===== config.mk =====
export PLATFORM = sky130hd
export DESIGN_NAME = lcg_random_range_generator
export DESIGN_NICKNAME = d
export VERILOG_FILES = /design/src/hdl/lcgrr_pkg.sv /design/src/hdl/lcgrr_mul.sv /design/src/hdl/lcg_random_range_generator.sv
export SDC_FILE = /design/constraint.sdc
export NUM_CORES = 1
export LEC_CHECK = 0
export BUFFER_PORTS_ARGS = -buffer_cell sky130_fd_sc_hd__buf_2
export CAP_MARGIN = 15
export CORE_ASPECT_RATIO = 1.75
export CORE_MARGIN = 8
export CORE_UTILIZATION = 42
export CTS_BUF_LIST = sky130_fd_sc_hd__clkbuf_16
export DETAILED_ROUTE_END_ITERATION = 6
export MAX_ROUTING_LAYER = met4
export PLACE_DENSITY = 0.65
export SYNTH_ARGS = -nofsm -noshare
export SYNTH_HDL_FRONTEND = slang
export SYNTH_SLANG_ARGS = --single-unit

===== constraint.sdc =====
create_clock -name clk -period 20.4 [get_ports clk]
set_clock_uncertainty 0.2 [all_clocks]
set_input_delay 2.04 -clock clk [delete_from_list [all_inputs] [get_ports clk]]
set_output_delay 2.04 -clock clk [all_outputs]
set_load 0.03 [all_outputs]

===== src/hdl/lcgrr_pkg.sv =====
// Shared constants and types for the LCG random range generator.
`timescale 1ns / 1ps

package lcgrr_pkg;

  localparam logic [15:0] LCG_MUL = 16'd2053;
  localparam logic [15:0] LCG_ADD = 16'd13849;
  localparam logic [7:0]  MIN_WHEEL_DISTANCE = 8'd42;
  localparam logic [7:0]  WHEEL_SPAN = 8'd255;

  typedef enum logic [2:0] {
    OP_RAND8   = 3'd0,
    OP_SCALE8  = 3'd1,
    OP_RANGE8  = 3'd2,
    OP_RAND16  = 3'd3,
    OP_SCALE16 = 3'd4,
    OP_RANGE16 = 3'd5,
    OP_WHEEL   = 3'd6,
    OP_NONE    = 3'd7
  } op_t;

  // Operands for the shared multiply-add unit: p = a * b + c
  typedef struct packed {
    logic [15:0] a;
    logic [15:0] b;
    logic [15:0] c;
  } mul_req_t;

endpackage


===== src/hdl/lcgrr_mul.sv =====
// Shared 16x16 multiply-add unit with registered product.
`timescale 1ns / 1ps

module lcgrr_mul (
  input  logic              clk,
  input  lcgrr_pkg::mul_req_t req,
  output logic [31:0]       prod
);
  import lcgrr_pkg::*;

  // a*b + c tops out at 2^32 - 2^16, so 32 bits never overflow
  always_ff @(posedge clk) begin
    prod <= 32'(req.a) * 32'(req.b) + 32'(req.c);
  end

endmodule


===== src/hdl/lcg_random_range_generator.sv =====
// Top level: LCG random generator with scaled, ranged and wheel-index draws.
//
//   channel   dir   handshake          payload
//   s_*       in    s_tvalid/s_tready  tuser: operation; tdata: lower, upper, reference
//   m_*       out   m_tvalid/m_tready  tdata: value
//
// One beat in, one beat out. The multiply-add unit runs once for the LCG step
// and once more for scaled/ranged forms, which add a scale state after the
// draw state; a wheel index repeats the LCG and draw states per redraw.
// The unused code answers 0 at once. rst clears the state to zero; a stalled
// result sits in the output register and new beats wait until it has been taken.
`timescale 1ns / 1ps

module lcg_random_range_generator (
  input  logic        clk,
  input  logic        rst,
  input  logic        s_tvalid,
  output logic        s_tready,
  input  logic [39:0] s_tdata,   // [15:0] lower_bound, [31:16] upper_bound,
                                 // [39:32] reference_index
  input  logic [2:0]  s_tuser,   // [2:0] operation
  output logic        m_tvalid,
  input  logic        m_tready,
  output logic [15:0] m_tdata    // [15:0] value
);
  import lcgrr_pkg::*;

  typedef enum logic [1:0] {
    ST_IDLE,
    ST_LCG,
    ST_DRAW,
    ST_SCALE
  } state_t;

  state_t      state;
  op_t         op_q;
  logic [15:0] lo_q;
  logic [15:0] hi_q;
  logic [7:0]  ref_q;
  logic [15:0] lcg_state;
  logic [15:0] draw_cnt;

  mul_req_t    req;
  logic [31:0] prod;

  logic [15:0] s16;
  logic [7:0]  d8;
  logic [7:0]  x;
  logic [7:0]  y;
  logic [7:0]  wheel_gap;
  logic        far;
  logic        is8;
  logic [15:0] lim;
  logic [15:0] scaled;
  logic        s_beat;

  lcgrr_mul u_mul (
    .clk  (clk),
    .req  (req),
    .prod (prod)
  );

  assign s_tready = (state == ST_IDLE) && (!m_tvalid || m_tready);
  assign s_beat   = s_tvalid && s_tready;

  // fresh state is in prod[15:0] during ST_DRAW
  assign s16 = prod[15:0];
  assign d8  = s16[7:0] + s16[15:8];

  always_comb begin
    x         = (ref_q >= d8) ? (ref_q - d8) : (d8 - ref_q);
    y         = WHEEL_SPAN - x;
    wheel_gap = (x < y) ? x : y;
    far       = (wheel_gap >= MIN_WHEEL_DISTANCE);
  end

  assign is8 = (op_q == OP_SCALE8) || (op_q == OP_RANGE8);

  always_comb begin
    case (op_q)
      OP_SCALE8:  lim = {8'd0, hi_q[7:0]};
      OP_RANGE8:  lim = {8'd0, hi_q[7:0] - lo_q[7:0]};
      OP_SCALE16: lim = hi_q;
      OP_RANGE16: lim = hi_q - lo_q;
      default:    lim = 16'd0;
    endcase
  end

  always_comb begin
    if (state == ST_DRAW) begin
      req.a = is8 ? {8'd0, d8} : s16;
      req.b = lim;
      req.c = 16'd0;
    end else begin
      req.a = lcg_state;
      req.b = LCG_MUL;
      req.c = LCG_ADD;
    end
  end

  always_comb begin
    case (op_q)
      OP_SCALE8:  scaled = {8'd0, prod[15:8]};
      OP_RANGE8:  scaled = {8'd0, prod[15:8] + lo_q[7:0]};
      OP_SCALE16: scaled = prod[31:16];
      OP_RANGE16: scaled = prod[31:16] + lo_q;
      default:    scaled = 16'd0;
    endcase
  end

  always_ff @(posedge clk) begin
    if (rst) begin
      state     <= ST_IDLE;
      lcg_state <= 16'd0;
      m_tvalid  <= 1'b0;
      op_q      <= OP_NONE;
      draw_cnt  <= 16'd0;
    end else begin
      // a zero answer loaded in the same cycle keeps tvalid high
      if (m_tvalid && m_tready && !(s_beat && op_t'(s_tuser) == OP_NONE)) begin
        m_tvalid <= 1'b0;
      end
      unique case (state)
        ST_IDLE: begin
          if (s_beat) begin
            op_q     <= op_t'(s_tuser);
            lo_q     <= s_tdata[15:0];
            hi_q     <= s_tdata[31:16];
            ref_q    <= s_tdata[39:32];
            draw_cnt <= 16'd0;
            if (op_t'(s_tuser) == OP_NONE) begin
              m_tdata  <= 16'd0;
              m_tvalid <= 1'b1;
            end else begin
              state <= ST_LCG;
            end
          end
        end
        ST_LCG: begin
          state <= ST_DRAW;
        end
        ST_DRAW: begin
          lcg_state <= s16;
          unique case (op_q)
            OP_RAND8: begin
              m_tdata  <= {8'd0, d8};
              m_tvalid <= 1'b1;
              state    <= ST_IDLE;
            end
            OP_RAND16: begin
              m_tdata  <= s16;
              m_tvalid <= 1'b1;
              state    <= ST_IDLE;
            end
            OP_WHEEL: begin
              // give up after one full period and return the last draw
              if (far || (draw_cnt == 16'hFFFF)) begin
                m_tdata  <= {8'd0, d8};
                m_tvalid <= 1'b1;
                state    <= ST_IDLE;
              end else begin
                draw_cnt <= draw_cnt + 16'd1;
                state    <= ST_LCG;
              end
            end
            default: begin
              state <= ST_SCALE;
            end
          endcase
        end
        ST_SCALE: begin
          m_tdata  <= scaled;
          m_tvalid <= 1'b1;
          state    <= ST_IDLE;
        end
        default: begin
          state <= ST_IDLE;
        end
      endcase
    end
  end

  // a result is only produced into an empty output register
  a_slot_free: assert property (@(posedge clk) disable iff (rst)
    (state == ST_SCALE || state == ST_DRAW) |-> !m_tvalid)
    else $error("result would overwrite a pending beat");

  // the LCG state advances only out of the draw step
  a_state_hold: assert property (@(posedge clk) disable iff (rst)
    (state != ST_DRAW) |=> $stable(lcg_state))
    else $error("LCG state changed outside a draw");

  a_state_load: assert property (@(posedge clk) disable iff (rst)
    (state == ST_DRAW) |=> (lcg_state == $past(prod[15:0])))
    else $error("LCG state not loaded from the multiply unit");

  // narrow forms never set the upper byte
  a_narrow: assert property (@(posedge clk) disable iff (rst)
    ($rose(m_tvalid) && (op_q == OP_RAND8 || op_q == OP_SCALE8 ||
      op_q == OP_RANGE8 || op_q == OP_WHEEL)) |-> (m_tdata[15:8] == 8'd0))
    else $error("upper byte set on an 8-bit result");

  a_seq: assert property (@(posedge clk) disable iff (rst)
    (s_beat && s_tuser != OP_NONE) |=> (state == ST_LCG && !s_tready))
    else $error("accepted beat did not start a draw");

endmodule


==> reports/metrics.cfg <==
[status]
status = complete, no violations

[cts]
insertion_delay_ns = 0.45
cts_resized = 0
cts.root.buffer_cell = clkbuf_16
hold_buffers = 0
clkSlewWorstSetupHoldPaths_ns = 0.07
cts_made_buffers = 17
numClockSinks = 126
clockBufferDepth = 2
ctsHtreeMaxLevel = 4
cts_tree = done
post_cts_buffers = 0

[logic_synthesis]
yosysMostFrequentCell = inv_1
synth_top_area_cell = fa_1
synth_common_cells = inv_1 (297), nand2_1 (243), fa_1 (207)
ys_top_cells_by_area = fa_1 (25%), ha_1 (13%), edfxtp_1 (10%)
ys_types = 85
avgSynthCellArea_um2 = 8.81
synth.top_cell.area_share_pct = 24.7
ys_seq_area_share_pct = 18.4
synthCells = 1906
async_reset_ff_share_pct = 0
synth_area_mm2 = 0.0168
yosysWarnings = 0
synth.net_count = 2331
ys.flop_type = dfxtp_1
ys_ff_latch = 126
synth_edf_count = 56

[worst_setup_path]
critPathBufInv = 4
worst-path-max-fanout = 12
cp-start-kind = flip-flop
cp_data_arrival_time_ns = 9.40
worstSetupPathType = reg -> reg
cpMaxStageDelayCell = nor2_1
critPathCaptureType = flip-flop
cp_slowest_stage_delay_ns = 0.93
reg2reg_depth = 27
crit_required_ns = 20.53
cp_common_cell = fa_1
crit_family = adder cells
critical_path_depth = 27

[global_routing]
grt_overflow = 0
antenna_found_initial = 0
grt_pass1_wl_um = 80200
grt_max_degree = 50
track_usage_pct = 22.9
grt_pass1_vias = 14700

[sta]
fin_crit_sh_pct = 45.5
hold_violations = 0
fmax_mhz = 108
finalWorstSetupSlack_ns = 11.12
slew_headroom_pct = 18.0
rsz0062_at_grt = no
tns_ns = 0
setup_viol = 0
worstMarginPinSlew_ns = 1.22
slew_violations = 0
layout_min_cycle_time_ns = 9.28

[placement]
dp_slack_ns = 11.25
io_buffer_count = 64
gp_congestion = 0.941
hpwl_um = 41600

[job]
cap_violations = 0

[die]
die_x_um = 167
core_area_mm2 = 0.0397
die_h_um = 280
rows = 97
dieArea_mm2 = 0.0469
io_pins = 65
start_util_pct = 42.3

[route]
drt_iter0_drc = 892
drc_errors = 0
firstDrtPassIters = 5
ant_nets = 0
viasPerCell = 5.61
routed_wl_um = 50700
wl_per_cell_um = 20.7
vias = 13700

[worst_hold_path]
min_path_cells = 2
hp-class = reg -> reg

[cells_and_area]
diodes = 0
drive_above_1_share_pct = 8.35
finalNetCount = 2364
syn_to_final_growth_pct = 8.09

[pwr]
worst_ir_drop_vdd_uv = 134
powerDensity_mw_per_mm2 = 144
total_power_w = 0.00261
leakage_nw = 8.47

-- worst reg2reg max path: cells and delay by family (launching register included) --
kind | cells | cell delay (ns)
adder cells (fa/ha/maj) | 8 | 3.89
AO/OA/AOI/OAI | 8 | 2.10
AND/OR/NAND/NOR | 4 | 1.60
flip-flops | 1 | 0.49
multiplexers | 2 | 0.47
buffers and inverters | 4 | 0.29
XOR/XNOR | 1 | 0.14
-- flip-flops by register name, summed over array words and instances (netlist names) --
| register | cells |
|---|---|
| u_mul.prod | 32 |
| draw_cnt | 16 |
| hi_q | 16 |
| lcg_state | 16 |
| lo_q | 16 |
| m_tdata | 16 |
| ref_q | 8 |
| op_q | 3 |
| state | 2 |
| m_tvalid | 1 |
-- per-layer routing --
metal | share of wire (%) | wire, um | track usage, % | vias to the layer above
met3 | 5.4 | 2740 | 3.54 | 186
li1 | - | - | - | 6343
met4 | 8.1 | 4080 | 16.3 | 0
met1 | 33 | 16900 | 21.9 | 6712
met2 | 53 | 26900 | 41.7 | 492
met5 | 0 | 0 | - | -
-- layout by cell type, fill, tap and decap left out, types with 18 or more instances in the layout --
master / Yosys / final
nand3_1: 36 / 36
xor2_1: 24 / 24
xnor2_1: 46 / 46
ha_1: 171 / 171
nor3_1: 26 / 26
nor2_1: 177 / 176
fa_1: 207 / 207
edfxtp_1: 56 / 56
mux2i_1: 38 / 38
inv_1: 297 / 297
buf_2: 5 / 64
dfxtp_1: 70 / 69
nand2_1: 243 / 243
o21a_1: 18 / 18
o21ai_0: 49 / 49
a21o_1: 27 / 27
nand2b_1: 18 / 18
a21oi_1: 97 / 97
-- final cells by class --
class / count / area, um^2
fillers: 3816 / 21500
multi-input cells: 1416 / 12300
flip-flops and latches: 126 / 3080
inverters: 298 / 1120
well taps: 495 / 619
repair buffers: 80 / 440
clock buffers: 17 / 425
clock inverters: 15 / 145
-- cells by family (layout without fill, tap and decap cells) --
group	Yosys count	after routing	share of synthesized area (%)
xor gates and xnor gates	73	73	3.94
adders and majority gates	378	378	37.4
and+or+nand+nor	584	584	15.3
DFF	126	126	18.4
muxes	45	45	2.87
buffers and inverters	364	410	8.38
AOI/OAI and AO/OA	336	336	13.8
-- report_power, final --
part | switching (W) | total, W | internal, W
Clock | 0.000144 | 0.000307 | 0.000163
Combinational | 0.00123 | 0.00191 | 0.000677
Sequential | 0.0000678 | 0.000389 | 0.000321
-- path summary, 6_finish.rpt --
check / start / endpoint / slack, ns
setup / recovery: lo_q[1]$_DFFE_PP_ / u_mul.prod[27]$_DFF_P_ / 11.12
hold / removal: lcg_state[7]$_SDFFE_PP0P_ / lcg_state[7]$_SDFFE_PP0P_ / 0.26
setup reg to reg: lo_q[1]$_DFFE_PP_ / u_mul.prod[27]$_DFF_P_ / 11.12
hold reg to reg: lcg_state[7]$_SDFFE_PP0P_ / lcg_state[7]$_SDFFE_PP0P_ / 0.26
-- per-stage QoR --
| step | util (%) | hold WS, ns | cells | instance area (um^2) |
|---|---|---|---|---|
| 3_5_place_dp | 44.3 | 0.251 | 2415 | 17600 |
| 2_1_floorplan | - | 0.232 | 1906 | 16800 |
| 5_1_grt | 45.7 | 0.286 | 2447 | 18100 |
| 3_3_place_gp | 44.3 | 0.241 | 2415 | 17600 |
| 4_1_cts | 45.7 | 0.262 | 2447 | 18100 |
| 6_report | 45.7 | 0.263 | 2447 | 18100 |
Power figures use the tool's default switching activity.
